<file path="src/design/tla_pkg.sv">
package tla_pkg;

	localparam int ROWS   = 256;
	localparam int COLS   = 256;
	localparam int ROW_W  = $clog2(ROWS);
	localparam int COL_W  = $clog2(COLS);
	localparam int SIZE_W = 9;
	localparam int CNT_W  = 4;
	localparam int MIN_SIZE = 3;

	localparam int BIRTH_COUNT = 3;
	localparam int SURVIVE_LOW = 2;

	localparam int OP_W      = 2;
	localparam int OP_LSB    = 0;
	localparam int ROW_LSB   = OP_LSB + OP_W;
	localparam int COL_LSB   = ROW_LSB + 8;
	localparam int ALIVE_LSB = COL_LSB + 8;
	localparam int IN_W      = 24;

	localparam int OUT_ALIVE_LSB = 0;
	localparam int OUT_CNT_LSB   = 1;
	localparam int OUT_W         = 8;

	localparam int REG_IDX_W = 1;
	localparam logic [REG_IDX_W-1:0] REG_ROWS = 1'b0;
	localparam logic [REG_IDX_W-1:0] REG_COLS = 1'b1;

	localparam logic [SIZE_W-1:0] ROWS_RESET = 9'd160;
	localparam logic [SIZE_W-1:0] COLS_RESET = 9'd240;

	typedef enum logic [OP_W-1:0] {
		OP_WRITE = 2'd0,
		OP_STEP  = 2'd1,
		OP_READ  = 2'd2
	} op_t;

	typedef enum logic [2:0] {
		S_IDLE,
		S_WCELL,
		S_LRD,
		S_LSH,
		S_ROW,
		S_SH0,
		S_OUT
	} state_t;

	typedef struct packed {
		logic cap;
		logic init_read;
		logic init_step;
		logic wr_cell;
		logic rd;
		logic shift;
		logic use_row0;
		logic wr_row;
		logic out_load;
	} cmd_t;

	typedef struct packed {
		logic last_row;
		logic next_last;
	} stat_t;

endpackage

</file>
<file path="src/design/tla_ctrl.sv">
module tla_ctrl import tla_pkg::*; (
	input  logic            clk,
	input  logic            arst_n,
	input  logic            s_tvalid,
	output logic            s_tready,
	input  logic [OP_W-1:0] op,
	output logic            m_tvalid,
	input  logic            m_tready,
	input  stat_t           stat,
	output cmd_t            cmd
);

	state_t     state_q, state_d;
	logic [1:0] loads_q, loads_d;
	logic       mode_q, mode_d;
	logic       out_valid_q;

	always_ff @(posedge clk or negedge arst_n) begin
		if (!arst_n) begin
			state_q     <= S_IDLE;
			loads_q     <= '0;
			mode_q      <= 1'b0;
			out_valid_q <= 1'b0;
		end else begin
			state_q <= state_d;
			loads_q <= loads_d;
			mode_q  <= mode_d;
			if (cmd.out_load) begin
				out_valid_q <= 1'b1;
			end else if (m_tready) begin
				out_valid_q <= 1'b0;
			end
		end
	end

	assign m_tvalid = out_valid_q;

	always_comb begin
		state_d  = state_q;
		loads_d  = loads_q;
		mode_d   = mode_q;
		cmd      = '0;
		s_tready = 1'b0;
		unique case (state_q)
			S_IDLE: begin
				s_tready = 1'b1;
				if (s_tvalid) begin
					cmd.cap = 1'b1;
					unique case (op)
						OP_WRITE: begin
							state_d = S_WCELL;
						end
						OP_STEP: begin
							cmd.init_step = 1'b1;
							loads_d       = 2'd2;
							mode_d        = 1'b1;
							state_d       = S_LRD;
						end
						OP_READ: begin
							cmd.init_read = 1'b1;
							loads_d       = 2'd2;
							mode_d        = 1'b0;
							state_d       = S_LRD;
						end
						default: begin
							state_d = S_IDLE;
						end
					endcase
				end
			end
			S_WCELL: begin
				cmd.wr_cell = 1'b1;
				state_d     = S_IDLE;
			end
			S_LRD: begin
				cmd.rd  = 1'b1;
				state_d = S_LSH;
			end
			S_LSH: begin
				cmd.shift = 1'b1;
				if (loads_q == 2'd0) begin
					state_d = mode_q ? S_ROW : S_OUT;
				end else begin
					loads_d = loads_q - 2'd1;
					state_d = S_LRD;
				end
			end
			S_ROW: begin
				cmd.wr_row = 1'b1;
				if (stat.last_row) begin
					state_d = S_IDLE;
				end else if (stat.next_last) begin
					state_d = S_SH0;
				end else begin
					loads_d = 2'd0;
					state_d = S_LRD;
				end
			end
			S_SH0: begin
				cmd.shift    = 1'b1;
				cmd.use_row0 = 1'b1;
				state_d      = S_ROW;
			end
			S_OUT: begin
				if (!out_valid_q || m_tready) begin
					cmd.out_load = 1'b1;
					state_d      = S_IDLE;
				end
			end
			default: begin
				state_d = S_IDLE;
			end
		endcase
	end

endmodule

</file>
<file path="config.mk">
export PLATFORM = sky130hd
export DESIGN_NAME = tla_ctrl
export DESIGN_NICKNAME = d
export VERILOG_FILES = /design/src/design/tla_pkg.sv /design/src/design/tla_ctrl.sv
export SDC_FILE = /design/constraint.sdc
export NUM_CORES = 1
export LEC_CHECK = 0
export BUFFER_PORTS_ARGS = -buffer_cell sky130_fd_sc_hd__buf_2
export CORE_MARGIN = 1
export CORE_UTILIZATION = 35
export CTS_CLUSTER_DIAMETER = 50
export DETAILED_ROUTE_END_ITERATION = 10
export GPL_ROUTABILITY_DRIVEN = 0
export PLACE_DENSITY = 0.58
export SLEW_MARGIN = 20
export SYNTH_ARGS = -nofsm -noshare
export SYNTH_HDL_FRONTEND = slang
export SYNTH_SLANG_ARGS = --single-unit
export TNS_END_PERCENT = 10
</file>
<file path="constraint.sdc">
create_clock -name clk -period 3.8 [get_ports clk]
set_clock_uncertainty 0.05 [all_clocks]
set_input_delay 0.57 -clock clk [delete_from_list [all_inputs] [get_ports clk]]
set_output_delay 0.57 -clock clk [all_outputs]
set_load 0.02 [all_outputs]
</file>
Yosys cells after proc, flatten, opt, wreduce, memory -nomap -nowiden
Index checks and enable logic that the tools add are counted.

cells by class
  add/sub/neg operators = 1
  eq/ne operators = 14
  multiplexer cells = 29
  reduce and logical (&&, ||, !) cells = 13

operators with widths
  kind                                                                   count
  3-bit 2-to-1 mux                                                       7
  3-bit case mux with 6 select lines                                     1
  1-bit 2-to-1 mux                                                       12
  2-bit 2-to-1 mux                                                       6
  2-bit != test, second input constant                                   6
  3-bit equality test, second input constant                             3
  3-bit by 2-bit equality test with 1-bit output, second input constant  2
  2-bit case mux with 3 select lines                                     1
  6-bit AND reduction                                                    1
  2-bit zero test                                                        2
  2-bit case mux with 2 select lines                                     1
  2-bit nonzero test                                                     2
  2-bit OR reduction                                                     2
  3-bit by 1-bit equality test with 1-bit output, second input constant  1
  3-bit zero test                                                        1
  3-bit AND reduction                                                    1
  3-bit nonzero test                                                     1
  2-bit by 1-bit equality test with 1-bit output, second input constant  1
  2-bit equality test, second input constant                             1
  1-bit case mux with 2 select lines                                     1
  2-bit AND reduction                                                    1
  2-bit by 1-bit subtractor with 2-bit output, second input constant     1
  1-bit zero test                                                        1
  1-bit logical OR                                                       1

storage, ports and cells
  register bits = 7
  input bits = 8
  output and inout port bits = 11
  word-level logic and storage cells = 61

Longest topological paths before layout
  word-level depth = 5
  depth in mapped cells = 5
  depth with buffers taken out = 5

Worst setup path after synthesis
OpenSTA, ideal clock, no wires.

  kind = reg2out
  start point = register state_q[1]
  end point = output cmd[6] in the netlist's numbering
  data arrival time = 1,286 ps
  data required time = 3,180 ps
  setup slack = 1,894 ps
  cell stages (with the launch flop) = 4
  cell sequence = dfrtp_1 > buf_2 > nor4b_4 > and2_1

RTL lines
  what                    line            RTL
  from (decl)             tla_ctrl.sv:13  state_t state_q, state_d;
  from (signal assigned)  tla_ctrl.sv:25  state_q <= state_d;
  to (decl)               tla_ctrl.sv:10  output cmd_t cmd

==> run metrics <==
Final min period=2213 ps; Hold Crit Class=in2async; Area Growth Syn to Fin=17.87%; maximum clock insertion buffer count=2; RSZ-0062 raised after global routing=false; syn_area_per_cell=9.334 um2; Mapped Area=588.1 um2; core area=1541 um2; final hold slack=95.30 ps; postcts setup bufs=0; initial core utilization=38.15%; GRT Total Usage=13.85%; CTS tree=built; Worst-Skew Late Latency=250 ps; Netlist cell types=30; EDFF count, synth=0; DRT Pass-1 Iters=3; register area=175.2 um2; post-synthesis cell count=63; die area=1848 um2; PD cells=723.1 nW/um2; synthesis-stage register bit count=7; maximum vdd drop=0.2882 mV; Synthesis Warnings=0; ys flop type=dfrtp_1; clock slew at reported path FFs=50 ps; endpoints failing hold=0; status=finished clean; critical path class=reg2out; fraction of layout cells with a size suffix above 1=32.50%; Critical Path, Cell by Cell=nor4b_4 -> and2_1 -> buf_2; critical path capture point type=primary output; Slew @ Worst Pin=583.5 ps; ys async rst share=100.0%; CTS root buffer=clkbuf_4; Post-DRT Antenna Nets=0; CTS sink count=7; I/O Pins=19; Fillers=166; Die Y=42.99 um; die span in x=42.99 um; Post-Layout Cell Count=96; relative slew slack=61.10%; first-pass GRT wire length=1925 um; total power=501.2 uW; final period utilization=58.23%; P_leak=0.3400 nW; Crit-path slowest cell=dfrtp_1; max-slew violations=0; sequential cell area fraction in the yosys report=29.79%; initial antenna violation count=0; via/cell ratio=5.063; arrival time at the worst endpoint=1590 ps; # hold bufs at CTS=0; slowest stage delay, CP=580 ps; Ant. Diodes=0; drt wl/cell=12.15 um; clock buffer count from CTS=3; maximum fanout along the worst path=17; Placed Area=666.9 um2; largest net degree at the start of global routing=18; DR vias=486; DRC errors left=0; H-tree levels=1; vias in the first global route=440; Max Cap Violations=0; endpoints failing setup=0; total negative slack=0 ps; GRT overflow=0; post-synthesis net count=75; row cnt=14; placed insts=92; Port Buf Inserts=18; Layout Nets=93; multi-input logic area=355.3 um2; data required time of the worst path=3180 ps; total of cells resized after clock tree synthesis=0; Initial DRC Count=6; WL final=1166 um; design area=693.2 um2; post-DP HPWL=827 um; CP startpoint kind=register; fmax=0.4519 GHz
cells by family after synthesis:
group           Yosys count  share of synthesized area [%]
compound gates           20                          23.83
mux                       1                          1.702
flops                     7                          29.79
fa+ha+maj                 4                          8.511
buf+inv                  12                          9.786
simple gates             19                          26.38
Yosys cell counts (all sizes together) (3+ instances only):
master / number / share of area, %
dfrtp: 7 / 30
inv: 7 / 4.5
a21oi: 6 / 5.1
buf: 5 / 5.3
ha: 4 / 8.5
and2: 3 / 3.2
nor2b: 3 / 3.2
o21ai: 3 / 2.6
per-stage QoR:
step	util [%]	setup WS, ps
final	44.97	1587
after global routing	44.97	1490
after CTS	44.97	1591
after floorplan	-	1894
after global placement	43.26	1887
after detailed placement	43.26	1880
final cells by class:
type / instances / share of cell area (%)
flip-flops and latches: 7 / 25.27
repair buffers: 18 / 13.00
clock buffers: 4 / 3.791
inverters: 7 / 3.791
well taps: 16 / 2.888
multi-input cells: 44 / 51.26
routing by layer:
layer	track usage, %	vias to the layer above	share of wire (%)
li1	-	261	-
met1	18.64	206	55
met2	20.91	17	39
met3	2.553	2	4.5
met4	7.273	0	1.4
met5	0	-	0
cells in the final DEF (no fill, tap or decap):
cell type   n
and3b_2     1
clkbuf_4    3
a21oi_1     6
nor2_1      2
nor2b_1     3
a2bb2oi_1   2
buf_2      18
a31o_1      1
inv_1       6
o211ai_1    1
o31ai_1     1
o21a_1      1
nor3_1      1
nor4bb_1    1
a31oi_1     2
mux2i_1     1
clkbuf_1    1
and2b_1     2
o41ai_2     1
o21ai_0     3
nor3b_2     1
nand3b_1    2
ha_1        4
nor4b_4     1
o31a_1      1
o311ai_0    1
nand4bb_1   1
dfrtp_1     7
and2_1      3
inv_2       1
nor3b_1     1
path summary, 6_finish.rpt:
path / endpoint / start / cells past startpoint / slack [ps]
min: state_q[2]$_DFFE_PN0P_ / arst_n / 1 / 100
max: cmd[7] / state_q[1]$_DFFE_PN0P_ / 3 / 1590
max reg2reg: loads_q[0]$_DFFE_PN0P_ / state_q[0]$_DFFE_PN0P_ / 3 / 2360
max in group asynchronous: state_q[1]$_DFFE_PN0P_ / arst_n / 1 / 3450
min in group clk: m_tvalid$_DFFE_PN0P_ / m_tready / 2 / 480
min reg2reg: m_tvalid$_DFFE_PN0P_ / m_tvalid$_DFFE_PN0P_ / 2 / 500
registers in the layout, indices dropped and copies added (netlist names):
signal and cells:
m_tvalid 1, mode_q 1, state_q 3, loads_q 2
critical path: cells and delay by family, from the launching register on:
| family | cells | cell delay [ps] |
|---|---|---|
| flip-flops | 1 | 580 |
| buffers and inverters | 1 | 150 |
| AND/OR/NAND/NOR | 2 | 600 |
power by group:
group	total (mW)	switching, mW	internal [mW]
registers	0.188	0.0819	0.106
logic	0.244	0.121	0.123
clock network	0.0686	0.0285	0.0401
Power figures use the tool's default switching activity.
